File: config.mk
export PLATFORM = sky130hd
export DESIGN_NAME = stepper_gauge_positioner_unit
export DESIGN_NICKNAME = d
export VERILOG_FILES = /design/src/design/sgp_pkg.sv /design/src/design/sgp_interp.sv /design/src/design/sgp_scale.sv /design/src/design/sgp_spacing.sv /design/src/design/sgp_track.sv /design/src/design/stepper_gauge_positioner_unit.sv
export SDC_FILE = /design/constraint.sdc
export NUM_CORES = 2
export LEC_CHECK = 0
export ABC_AREA = 1
export BUFFER_PORTS_ARGS = -buffer_cell sky130_fd_sc_hd__buf_4
export CAP_MARGIN = 20
export CORE_MARGIN = 4
export CORE_UTILIZATION = 58
export CTS_BUF_LIST = sky130_fd_sc_hd__clkbuf_16
export DETAILED_ROUTE_END_ITERATION = 6
export GPL_TIMING_DRIVEN = 0
export PLACE_DENSITY = 0.84
export SLEW_MARGIN = 20
export SYNTH_ARGS = -nofsm -noshare
export SYNTH_HDL_FRONTEND = slang
export SYNTH_SLANG_ARGS = --single-unit
File: constraint.sdc
create_clock -name i_clk -period 11.9 [get_ports i_clk]
set_clock_uncertainty 0.2 [all_clocks]
set_input_delay 2.38 -clock i_clk [delete_from_list [all_inputs] [get_ports i_clk]]
set_output_delay 2.38 -clock i_clk [all_outputs]
set_load 0.05 [all_outputs]
File: src/design/sgp_pkg.sv
package sgp_pkg;

    localparam int TABLE_ENTRIES_DEF = 9;
    localparam int FIRST_POINT_Q4    = 320;
    localparam int DEGREE_STEP_Q4    = 160;
    localparam int NEAR_COUNTS       = 6;

    localparam int TIME_W   = 32;
    localparam int ANGLE_W  = 12;
    localparam int TEMP_W   = 12;
    localparam int TCLAMP_W = 11;
    localparam int DELAY_W  = 16;
    localparam int IDX_W    = 4;
    localparam int NUM_W    = 24;
    localparam int TAB_LO_W = 60;
    localparam int TAB_HI_W = 48;
    localparam int CFG_W    = 60;
    localparam int CFG_IDX_W = 3;

    // Interpolation numerator that maps to the top of the angle range.
    localparam int NUM_SAT  = 4096 * DEGREE_STEP_Q4;
    // Reciprocal of five in Q18, exact for dividends below 2^18.
    localparam int RECIP5_Q18 = 52429;

    typedef enum logic [1:0] {
        DIR_HOLD = 2'd0,
        DIR_FWD  = 2'd1,
        DIR_BACK = 2'd2
    } t_dir;

    typedef enum logic [CFG_IDX_W-1:0] {
        CFG_HOME_ANGLE    = 3'd0,
        CFG_TEMP_FLOOR    = 3'd1,
        CFG_TEMP_CEILING  = 3'd2,
        CFG_STEP_INTERVAL = 3'd3,
        CFG_TABLE_LOW     = 3'd4,
        CFG_TABLE_HIGH    = 3'd5
    } t_cfg_idx;

    typedef struct packed {
        logic [TIME_W-1:0]   now_ms;
        logic [ANGLE_W-1:0]  sensed;
        logic [TCLAMP_W-1:0] temp_c;
        logic [ANGLE_W-1:0]  target;
        logic [DELAY_W-1:0]  delay;
    } t_track;

    // Q16 spacing factors 1 - (d/6)^0.33 for d below six counts.
    function automatic logic [16:0] near_factor(input logic [2:0] d);
        logic [16:0] f;
        unique case (d)
            3'd0:    f = 17'd65536;
            3'd1:    f = 17'd29254;
            3'd2:    f = 17'd19929;
            3'd3:    f = 17'd13400;
            3'd4:    f = 17'd8208;
            3'd5:    f = 17'd3827;
            default: f = 17'd0;
        endcase
        return f;
    endfunction

endpackage

File: src/design/sgp_interp.sv
module sgp_interp #(
    parameter int TABLE_ENTRIES = sgp_pkg::TABLE_ENTRIES_DEF
) (
    input  logic [sgp_pkg::TEMP_W-1:0]   i_temp,
    input  logic [sgp_pkg::TCLAMP_W-1:0] i_floor,
    input  logic [sgp_pkg::TCLAMP_W-1:0] i_ceiling,
    input  logic [sgp_pkg::TAB_LO_W-1:0] i_tab_lo,
    input  logic [sgp_pkg::TAB_HI_W-1:0] i_tab_hi,
    output logic [sgp_pkg::TCLAMP_W-1:0] o_temp_c,
    output logic signed [sgp_pkg::NUM_W-1:0] o_num
);
    import sgp_pkg::*;

    localparam logic [IDX_W-1:0] LO_MAX = IDX_W'(TABLE_ENTRIES - 2);

    function automatic logic [ANGLE_W-1:0] table_angle(
        input logic [TAB_LO_W-1:0] tab_lo,
        input logic [TAB_HI_W-1:0] tab_hi,
        input logic [IDX_W-1:0]    idx
    );
        logic [ANGLE_W-1:0] a;
        unique case (idx)
            4'd0:    a = tab_lo[11:0];
            4'd1:    a = tab_lo[23:12];
            4'd2:    a = tab_lo[35:24];
            4'd3:    a = tab_lo[47:36];
            4'd4:    a = tab_lo[59:48];
            4'd5:    a = tab_hi[11:0];
            4'd6:    a = tab_hi[23:12];
            4'd7:    a = tab_hi[35:24];
            4'd8:    a = tab_hi[47:36];
            default: a = '0;
        endcase
        return a;
    endfunction

    logic [TCLAMP_W-1:0] tc;
    logic [9:0]          q_prod;
    logic [IDX_W-1:0]    q;
    logic [IDX_W-1:0]    lo;
    logic [ANGLE_W-1:0]  a0;
    logic [ANGLE_W-1:0]  a1;
    logic [11:0]         base;
    logic signed [12:0]  diff;
    logic signed [12:0]  slope;
    logic signed [25:0]  prod;
    logic [19:0]         a0_scaled;

    always_comb begin
        if ({1'b0, i_floor} > i_temp) begin
            tc = i_floor;
        end else if (i_temp > {1'b0, i_ceiling}) begin
            tc = i_ceiling;
        end else begin
            tc = i_temp[TCLAMP_W-1:0];
        end

        // Divide by 160 as a shift by 5 and a multiply by 13/64.
        q_prod = 10'(tc[10:5]) * 10'd13;
        q      = q_prod[9:6];
        lo     = (q < 4'd2) ? 4'd0 : q - 4'd2;
        if (lo > LO_MAX) begin
            lo = LO_MAX;
        end

        a0 = table_angle(i_tab_lo, i_tab_hi, lo);
        a1 = table_angle(i_tab_lo, i_tab_hi, lo + 4'd1);

        base      = 12'(FIRST_POINT_Q4) + 12'(lo) * 12'(DEGREE_STEP_Q4);
        diff      = $signed({2'b00, tc}) - $signed({1'b0, base});
        slope     = $signed({1'b0, a1}) - $signed({1'b0, a0});
        prod      = diff * slope;
        a0_scaled = 20'(a0) * 20'(DEGREE_STEP_Q4);
    end

    assign o_temp_c = tc;
    assign o_num    = $signed(prod[NUM_W-1:0]) + $signed({4'b0000, a0_scaled});

endmodule

File: src/design/sgp_scale.sv
module sgp_scale (
    input  logic signed [sgp_pkg::NUM_W-1:0] i_num,
    output logic [sgp_pkg::ANGLE_W-1:0]      o_target
);
    import sgp_pkg::*;

    logic [14:0] q;
    logic [30:0] p;

    assign q = i_num[19:5];
    assign p = 31'(q) * 31'(RECIP5_Q18);

    always_comb begin
        priority if (i_num[NUM_W-1]) begin
            o_target = '0;
        end else if (i_num[NUM_W-2:0] >= (NUM_W-1)'(NUM_SAT)) begin
            o_target = '1;
        end else begin
            o_target = p[29:18];
        end
    end

endmodule

File: src/design/sgp_spacing.sv
module sgp_spacing (
    input  logic [sgp_pkg::ANGLE_W-1:0] i_sensed,
    input  logic [sgp_pkg::ANGLE_W-1:0] i_target,
    input  logic [sgp_pkg::DELAY_W-1:0] i_interval,
    output logic [sgp_pkg::DELAY_W-1:0] o_delay
);
    import sgp_pkg::*;

    logic [ANGLE_W-1:0] d;
    logic [32:0]        p;

    assign d = (i_sensed > i_target) ? i_sensed - i_target : i_target - i_sensed;
    assign p = 33'(i_interval) * 33'(near_factor(d[2:0]));

    always_comb begin
        if (d >= ANGLE_W'(NEAR_COUNTS)) begin
            o_delay = '0;
        end else begin
            o_delay = p[31:16];
        end
    end

endmodule

File: src/design/sgp_track.sv
module sgp_track (
    input  logic                         i_clk,
    input  logic                         i_rst_n,
    input  logic                         i_load,
    input  sgp_pkg::t_track              i_item,
    input  logic [sgp_pkg::ANGLE_W-1:0]  i_home_angle,
    output logic [1:0]                   o_dir,
    output logic                         o_homed,
    output logic [sgp_pkg::ANGLE_W-1:0]  o_target,
    output logic [sgp_pkg::DELAY_W-1:0]  o_delay
);
    import sgp_pkg::*;

    logic               r_homed_flag;
    logic [TEMP_W-1:0]  r_settled;
    logic [TIME_W-1:0]  r_last_step;
    logic               n_homed_flag;
    logic [TEMP_W-1:0]  n_settled;
    logic [TIME_W-1:0]  n_last_step;

    t_dir               r_dir;
    logic [ANGLE_W-1:0] r_target;
    logic [DELAY_W-1:0] r_delay;
    t_dir               n_dir;
    logic [ANGLE_W-1:0] n_target;
    logic [DELAY_W-1:0] n_delay;

    logic [TIME_W-1:0]  elapsed;
    logic               may_step;

    assign elapsed  = i_item.now_ms - r_last_step;
    assign may_step = (elapsed >= TIME_W'(i_item.delay)) &&
                      ({1'b0, i_item.temp_c} != r_settled);

    always_comb begin
        n_homed_flag = r_homed_flag;
        n_settled    = r_settled;
        n_last_step  = r_last_step;
        n_dir        = DIR_HOLD;
        n_target     = '0;
        n_delay      = '0;
        if (!r_homed_flag) begin
            priority if (i_item.sensed < i_home_angle) begin
                n_dir = DIR_FWD;
            end else if (i_item.sensed > i_home_angle) begin
                n_dir = DIR_BACK;
            end else begin
                n_homed_flag = 1'b1;
            end
        end else begin
            n_target = i_item.target;
            n_delay  = i_item.delay;
            if (may_step) begin
                priority if (i_item.sensed < i_item.target) begin
                    n_dir       = DIR_FWD;
                    n_last_step = i_item.now_ms;
                end else if (i_item.sensed > i_item.target) begin
                    n_dir       = DIR_BACK;
                    n_last_step = i_item.now_ms;
                end else begin
                    n_settled = {1'b0, i_item.temp_c};
                end
            end
        end
    end

    always_ff @(posedge i_clk) begin
        if (!i_rst_n) begin
            r_homed_flag <= 1'b0;
            r_settled    <= '0;
            r_last_step  <= '0;
        end else if (i_load) begin
            r_homed_flag <= n_homed_flag;
            r_settled    <= n_settled;
            r_last_step  <= n_last_step;
        end
    end

    always_ff @(posedge i_clk) begin
        if (i_load) begin
            r_dir    <= n_dir;
            r_target <= n_target;
            r_delay  <= n_delay;
        end
    end

    assign o_dir    = r_dir;
    assign o_homed  = r_homed_flag;
    assign o_target = r_target;
    assign o_delay  = r_delay;

endmodule

File: src/design/stepper_gauge_positioner_unit.sv
// Stepper gauge needle positioner.
// The input stream carries one control tick per item: the millisecond time, the
// sensed needle angle and the requested temperature. The output stream returns
// one item per input item: the step direction, the homed flag, the target angle
// and the step spacing in milliseconds. Registers are written through a plain
// write port (enable, index, data); the user must write them only while no item
// is in flight, which the block does not enforce. The block is a pipeline of
// five register stages: input register, clamp and interpolation product,
// scaling to the target angle, step spacing, and the decision stage that holds
// the homing and tracking state and the result. One item is accepted per cycle
// while the receiver does not stall; the only loop is the homed, settled and last
// step state in the decision stage, which is updated in the cycle that loads
// the result register.
// Reset empties the pipeline, clears the homed flag, the settled temperature
// and the last step time, and loads the register defaults.
// When the receiver stalls, the result holds and the stages behind it keep
// filling; s_axis_tready falls once all five stages hold items.
module stepper_gauge_positioner_unit #(
    parameter int TABLE_ENTRIES = sgp_pkg::TABLE_ENTRIES_DEF
) (
    input  logic                           i_clk,
    input  logic                           i_rst_n,
    input  logic                           s_axis_tvalid,
    output logic                           s_axis_tready,
    // now_ms[31:0], sensed_angle[43:32], temperature[55:44]
    input  logic [55:0]                    s_axis_tdata,
    output logic                           m_axis_tvalid,
    input  logic                           m_axis_tready,
    // step_dir[1:0], homed[2], target_angle[14:3], step_delay_ms[30:15], zero[31]
    output logic [31:0]                    m_axis_tdata,
    input  logic                           i_cfg_we,
    input  logic [sgp_pkg::CFG_IDX_W-1:0]  i_cfg_idx,
    input  logic [sgp_pkg::CFG_W-1:0]      i_cfg_data
);
    import sgp_pkg::*;

    logic [ANGLE_W-1:0]  r_home_angle;
    logic [TCLAMP_W-1:0] r_temp_floor;
    logic [TCLAMP_W-1:0] r_temp_ceiling;
    logic [DELAY_W-1:0]  r_interval;
    logic [TAB_LO_W-1:0] r_tab_lo;
    logic [TAB_HI_W-1:0] r_tab_hi;

    logic r_v0;
    logic r_v1;
    logic r_v2;
    logic r_v3;
    logic r_vo;
    logic en0;
    logic en1;
    logic en2;
    logic en3;
    logic eno;

    logic [TIME_W-1:0]   r_s0_now;
    logic [ANGLE_W-1:0]  r_s0_sensed;
    logic [TEMP_W-1:0]   r_s0_temp;

    logic [TIME_W-1:0]   r_s1_now;
    logic [ANGLE_W-1:0]  r_s1_sensed;
    logic [TCLAMP_W-1:0] r_s1_tc;
    logic signed [NUM_W-1:0] r_s1_num;

    logic [TIME_W-1:0]   r_s2_now;
    logic [ANGLE_W-1:0]  r_s2_sensed;
    logic [TCLAMP_W-1:0] r_s2_tc;
    logic [ANGLE_W-1:0]  r_s2_target;

    t_track              r_s3;

    logic [TCLAMP_W-1:0] n_tc;
    logic signed [NUM_W-1:0] n_num;
    logic [ANGLE_W-1:0]  n_target;
    logic [DELAY_W-1:0]  n_delay;

    logic [1:0]          out_dir;
    logic                out_homed;
    logic [ANGLE_W-1:0]  out_target;
    logic [DELAY_W-1:0]  out_delay;

    always_ff @(posedge i_clk) begin
        if (!i_rst_n) begin
            r_home_angle   <= '0;
            r_temp_floor   <= TCLAMP_W'(320);
            r_temp_ceiling <= TCLAMP_W'(1600);
            r_interval     <= DELAY_W'(100);
            r_tab_lo       <= '0;
            r_tab_hi       <= '0;
        end else if (i_cfg_we) begin
            unique case (t_cfg_idx'(i_cfg_idx))
                CFG_HOME_ANGLE:    r_home_angle   <= i_cfg_data[ANGLE_W-1:0];
                CFG_TEMP_FLOOR:    r_temp_floor   <= i_cfg_data[TCLAMP_W-1:0];
                CFG_TEMP_CEILING:  r_temp_ceiling <= i_cfg_data[TCLAMP_W-1:0];
                CFG_STEP_INTERVAL: r_interval     <= i_cfg_data[DELAY_W-1:0];
                CFG_TABLE_LOW:     r_tab_lo       <= i_cfg_data[TAB_LO_W-1:0];
                CFG_TABLE_HIGH:    r_tab_hi       <= i_cfg_data[TAB_HI_W-1:0];
                default: ;
            endcase
        end
    end

    assign eno = !r_vo || m_axis_tready;
    assign en3 = !r_v3 || eno;
    assign en2 = !r_v2 || en3;
    assign en1 = !r_v1 || en2;
    assign en0 = !r_v0 || en1;
    assign s_axis_tready = en0;

    always_ff @(posedge i_clk) begin
        if (!i_rst_n) begin
            r_v0 <= 1'b0;
            r_v1 <= 1'b0;
            r_v2 <= 1'b0;
            r_v3 <= 1'b0;
            r_vo <= 1'b0;
        end else begin
            if (en0) r_v0 <= s_axis_tvalid;
            if (en1) r_v1 <= r_v0;
            if (en2) r_v2 <= r_v1;
            if (en3) r_v3 <= r_v2;
            if (eno) r_vo <= r_v3;
        end
    end

    sgp_interp #(
        .TABLE_ENTRIES(TABLE_ENTRIES)
    ) u_interp (
        .i_temp    (r_s0_temp),
        .i_floor   (r_temp_floor),
        .i_ceiling (r_temp_ceiling),
        .i_tab_lo  (r_tab_lo),
        .i_tab_hi  (r_tab_hi),
        .o_temp_c  (n_tc),
        .o_num     (n_num)
    );

    sgp_scale u_scale (
        .i_num    (r_s1_num),
        .o_target (n_target)
    );

    sgp_spacing u_spacing (
        .i_sensed   (r_s2_sensed),
        .i_target   (r_s2_target),
        .i_interval (r_interval),
        .o_delay    (n_delay)
    );

    always_ff @(posedge i_clk) begin
        if (en0) begin
            r_s0_now    <= s_axis_tdata[31:0];
            r_s0_sensed <= s_axis_tdata[43:32];
            r_s0_temp   <= s_axis_tdata[55:44];
        end
        if (en1) begin
            r_s1_now    <= r_s0_now;
            r_s1_sensed <= r_s0_sensed;
            r_s1_tc     <= n_tc;
            r_s1_num    <= n_num;
        end
        if (en2) begin
            r_s2_now    <= r_s1_now;
            r_s2_sensed <= r_s1_sensed;
            r_s2_tc     <= r_s1_tc;
            r_s2_target <= n_target;
        end
        if (en3) begin
            r_s3.now_ms <= r_s2_now;
            r_s3.sensed <= r_s2_sensed;
            r_s3.temp_c <= r_s2_tc;
            r_s3.target <= r_s2_target;
            r_s3.delay  <= n_delay;
        end
    end

    sgp_track u_track (
        .i_clk        (i_clk),
        .i_rst_n      (i_rst_n),
        .i_load       (eno && r_v3),
        .i_item       (r_s3),
        .i_home_angle (r_home_angle),
        .o_dir        (out_dir),
        .o_homed      (out_homed),
        .o_target     (out_target),
        .o_delay      (out_delay)
    );

    assign m_axis_tvalid = r_vo;
    assign m_axis_tdata  = {1'b0, out_delay, out_target, out_homed, out_dir};

endmodule

# Yosys cells after proc, flatten, opt, wreduce, memory -nomap -nowiden
# Index checks and enable logic that the tools add are counted.
# classes
n_shift,0
n_eq_ne,27
n_reduce_logical,25
order_cmp,12
n_addsub,9
bitwise,2
n_div,0
multipliers,6
muxes,20
# op_table
cell,n
one-hot mux 12 bit (9 select lines),2
one-hot mux 17 bit (6 select lines),1
2-to-1 mux 32 bit,2
greater-than comparator 12 bit,3
== test 4 x 3 -> 1 bit (second input constant),8
>= comparator 32 x 16 -> 1 bit,1
multiplier 16 x 17 -> 32 bit,1
subtractor 32 bit,1
multiplier 15 x 16 -> 30 bit (second input constant),1
adder 24 x 21 -> 24 bit,1
< comparator 12 bit,2
multiplier 13 x 13 -> 24 bit,1
2-to-1 mux 12 bit,2
subtractor 12 bit,2
>= comparator 23 x 20 -> 1 bit (second input constant),1
2-to-1 mux 11 bit,2
== test 4 x 2 -> 1 bit (second input constant),4
multiplier 12 x 3 -> 15 bit (second input constant),1
subtractor 11 x 12 -> 13 bit,1
subtractor 12 x 12 -> 13 bit,1
adder 9 x 12 -> 12 bit (first input constant),1
== test 3 x 2 -> 1 bit (second input constant),4
== test 3 bit (second input constant),4
>= comparator 12 x 3 -> 1 bit (second input constant),1
25 further kinds,53
# word_totals
mem_count,0
latch_bits,0
word_cells,134
rom_bits,0
mem_bits_rw,0
reg_bits,522
out_inout_bits,34

# Longest topological paths before layout
# depth
depth_word,14
mapped_depth,84
mapped_depth_nobuf,81

# Modules after synthesis
# Synthesis repeated with hierarchy kept, for this count alone.
# hier_totals
hier_cells,5577
area_unflattened_um2,46189.3
# modules_own_cells
module,instances,cells_per_inst,area_each_um2
stepper_gauge_positioner_unit,1,1010,14251.2
sgp_interp,1,1474,10755.3
sgp_spacing,1,1308,9629.2
sgp_track,1,1165,7074.3
sgp_scale,1,620,4479.3

# Worst setup path before layout
# Ideal clock, no wire load.
# synth_path
path_type,register to register
startpoint,register r_s0_temp[9]
endpoint,"register r_s1_num[23], data pin"
setup_slack_ns,-0.322
t_arrival_ns,11.769
setup_time_ns,0.253
stages_incl_launch_ff,72
path_buffers,3
cell_sequence,edfxtp_1 -> inv_1 -> ha_1 -> nand2_1 -> nor2_2 -> nor2b_1 -> nand2_1 -> nand3_1 -> nand2_2 -> buf_6 -> clkbuf_1 -> o21ai_0 -> inv_1 -> ha_1 -> inv_1 -> ha_1 -> ha_1 -> nand2_1 -> [36 not listed] -> fa_1 -> ha_1 -> nand3_1 -> nand2_1 -> a21oi_1 -> o21bai_1 -> nand3_1 -> nor2_1 -> nor2_1 -> o21ai_0 -> a21oi_1 -> o21bai_1 -> xor2_1 -> inv_1 -> nand2_1 -> nand2_1 -> nand2_1 -> nand2_1
# synth_via
elab_chain_len,14
word_cells_on_any_way,38
classes_between,6 x add/sub; 4 x mul; 4 x order compare; 16 x eq/ne; 6 x mux; 2 x reduce/logical
# synth_lines
item,line,text
from (decl),stepper_gauge_positioner_unit.sv:57,logic [TEMP_W-1:0] r_s0_temp;
from (signal assigned),stepper_gauge_positioner_unit.sv:153,r_s0_temp <= s_axis_tdata[55:44];
greater-than comparator 12 x 11 -> 1 bit,sgp_interp.sv:52,"end else if (i_temp > {1'b0, i_ceiling}) begin"
2-to-1 mux 11 bit,sgp_interp.sv:52,
2-to-1 mux 11 bit *,sgp_interp.sv:50,"if ({1'b0, i_floor} > i_temp) begin"
net n_tc[9],stepper_gauge_positioner_unit.sv:71,logic [TCLAMP_W-1:0] n_tc;
branches (longest 10 deep; another with multiplier 13 x 13 -> 24 bit),--,
adder 24 x 21 -> 24 bit *,sgp_interp.sv:77,"assign o_num = $signed(prod[NUM_W-1:0]) + $signed({4'b0000, a0_scaled});"
net n_num[23],stepper_gauge_positioner_unit.sv:72,logic signed [NUM_W-1:0] n_num;
to (signal assigned),stepper_gauge_positioner_unit.sv:159,r_s1_num <= n_num;
to (decl),stepper_gauge_positioner_unit.sv:62,logic signed [NUM_W-1:0] r_s1_num;
# Mark *: on every way through the listed nets, which the timed path passes.
# A chain may end at the register's enable or synchronous reset.

# Final worst setup path
# layout_path
startpoint,register r_s0_temp[8]
endpoint,"register r_s1_num[23], data pin"
# The elaborated chain is that of the path after synthesis.

==> qor.txt <==
Status: finished with violations
Failing checks: design-rule violations, negative setup slack
Minimum clock period: 13,410 ps
Final Wtd Congestion: 1.04
Via count: 35,000
Worst-path maximum fanout: 5
Synth area leader: edfxtp_1
Ys flop type: edfxtp_1
Port Buffers: 155
Fill count: 5,548
Setup CP Type: reg2reg
Top-area cell type share of the netlist area: 22.0%
Largest net degree at the start of global routing: 52
Final period util: 113%
Final worst setup slack: -1510 ps
Number of synthesized flops with an enable pin: 315
Slew Limit Fails: 0
Dpl hpwl: 98.5 mm
Inst Count DP: 5,924
Starting Density: 58.6%
GRT overflow: 0
Synth Warn #: 0
Top cells by area, synth: edfxtp_1 22%, fa_1 20%, ha_1 13%
Top-count cell post-synth: inv_1
Routed WL: 129 mm
Max_slew headroom: 18.8%
Critical Path AT: 13,540 ps
Longest Clk Path Bufs: 3
Setup crit start kind: register
Post-route ant nets: 0
Mapped Area: 42,900 um^2
Fmax: 0.0746 GHz
Vias per cell: 5.71
Final Core Density: 67.3%
Final Hold Violating Endpoints: 0
Crit-path max cell delay: 590 ps
Initial DRT Pass Iterations: 7
Synthesis-to-finish area growth: 14.7%
CTS tree: yes
Max Cap Violations: 0
Asr flop ratio synth: 0%
Core Area: 73,200 um^2
Die width: 280 um
Ports: 158
Ratio of cells with drive above 1 in the final layout: 11.4%
Register area share after synthesis: 31.7%
First-pass GRT wire length: 195 mm
Vias in the first global route: 35,300
Setup_tns: -9350 ps
DR DRC count: 1
Mapped Cells: 4,804
DR iter-0 viols: 3,240
All-Layer GR Usage: 32.2%
Die Ht: 280 um
Clock sink count: 522
WP data required: 12,040 ps
R2R Setup Slk: -1510 ps
Endpoint class of the critical path: register
Slowest cell on the critical path: fa_1
Non-filler cells, final: 6,135
Flops & latches, synth: 522
FP Rows: 99
Die area: 78,400 um^2
Syn Area/Cell: 8.94 um^2
# H-tree levels: 2
Wire per inst: 21.0 um
CTS Root Buffer Type: clkbuf_16
Post-synthesis cell type count: 60
Worst skew pair latency: 650 ps
Clock slew at reported path FFs: 70 ps
# hold bufs at CTS: 0
Initial antenna violation count: 7
RSZ-0062 raised after global routing: true
Worst Hold Class: reg2reg
Endpoints failing setup: 12
CP most frequent cell: nand2_2
Worst-Margin Slew: 1210 ps
Inserted Clock Buffers: 55
Total Nets Final: 6,129
Synth cell count leaders: 958 x inv_1, 747 x nand2_1, 530 x nor2_1, 453 x ha_1, 429 x fa_1
==> cells in the final DEF (no fill, tap or decap), types with 23 or more instances in the layout <==
cell	netlist	final
nand3_1	86	77
dfxtp_1	207	207
buf_4	4	248
a21oi_1	288	272
xnor2_1	36	33
nand2_2	15	33
nor2_1	530	510
o21ai_0	282	266
inv_2	10	24
clkbuf_1	79	72
nor3_1	25	23
nand2_1	747	716
xor2_1	72	62
fa_1	429	426
ha_1	453	438
edfxtp_1	315	315
clkbuf_16	0	56
nand4_1	38	38
inv_1	958	943
==> layout make-up <==
cell class,count,area (um^2),area share [%]
antenna,7,17.5,0.0356
tap,959,1200,2.44
clock inverter,48,479,0.973
inverter,978,3700,7.52
clock buffer,55,1380,2.79
buffer,115,658,1.34
sequential,522,13600,27.6
multi-input combinational,3190,26100,53.0
timing repair buffer,261,2100,4.27
==> sequential cells by signal, summed over array words and instances (netlist names), 12 cells and up <==
name / flops
u_track.o_delay: 16
u_track.r_last_step: 32
r_interval: 16
r_s1_num: 24
r_s3: 83
r_s2_target: 12
r_tab_lo: 60
r_s0_now: 32
u_track.o_target: 12
r_tab_hi: 48
r_s0_sensed: 12
r_s1_sensed: 12
r_s2_sensed: 12
r_s0_temp: 12
r_s1_now: 32
r_s2_now: 32
r_home_angle: 12
==> critical path, delay by kind of cell (launching register included) <==
family	cells	cell delay, ps
adders and majority gates	12	5100
buffers and inverters	11	1320
xor gates and xnor gates	3	620
AOI/OAI and AO/OA	17	2510
DFF	1	520
and+or+nand+nor	30	2790
==> what timing repair did <==
action | 4_1_cts | 5_1_grt
hold endpoints to repair | 0 | 0
resized for setup | 188 | 84
gates cloned | 1 | 0
setup endpoints to repair | 16 | 13
setup buffers | 79 | 23
pin swaps | 55 | 89
==> per-layer routing <==
layer / part of all wire, % / global-route usage [%]
met5: 0 / 0
met4: 6.2 / 15.7
met3: 8.2 / 5.81
met2: 48 / 54.8
met1: 37 / 39.8
==> logic make-up (layout without fill, tap and decap cells) <==
kind of cell             after synthesis  count (layout)  share of synthesized area, %
AND/OR/NAND/NOR                     1490            1490                          14.1
buffers and inverters               1093            1457                          9.71
adder cells (fa/ha/maj)              882             882                          33.2
AO/OA/AOI/OAI                        707             707                          9.08
flip-flops                           522             522                          31.7
XOR/XNOR                             109             109                          2.24
other                                  1               9                       0.00873
==> per-stage QoR <==
step	hold slack, ps	cell area (um^2)	setup WS, ps
detailed placement	205	45500	-2570
global placement	201	45300	-2360
floorplan	200	43000	67.5
finish	195	49300	-1510
CTS	199	48700	-956
global route	207	49200	-1880
==> worst paths after layout <==
check / from / to / cells past startpoint
worst max-delay path: r_s0_temp[8] / r_s1_num[23] / 73
worst min register to register: r_s1_now[29] / r_s2_now[29] / 0
worst max register to register: r_s0_temp[8] / r_s1_num[23] / 73
worst min-delay path: r_s1_now[29] / r_s2_now[29] / 0
Power is left out: the tool's default activity adds up to more than one toggle a clock period on the data nets, which glitch-free logic cannot reach.
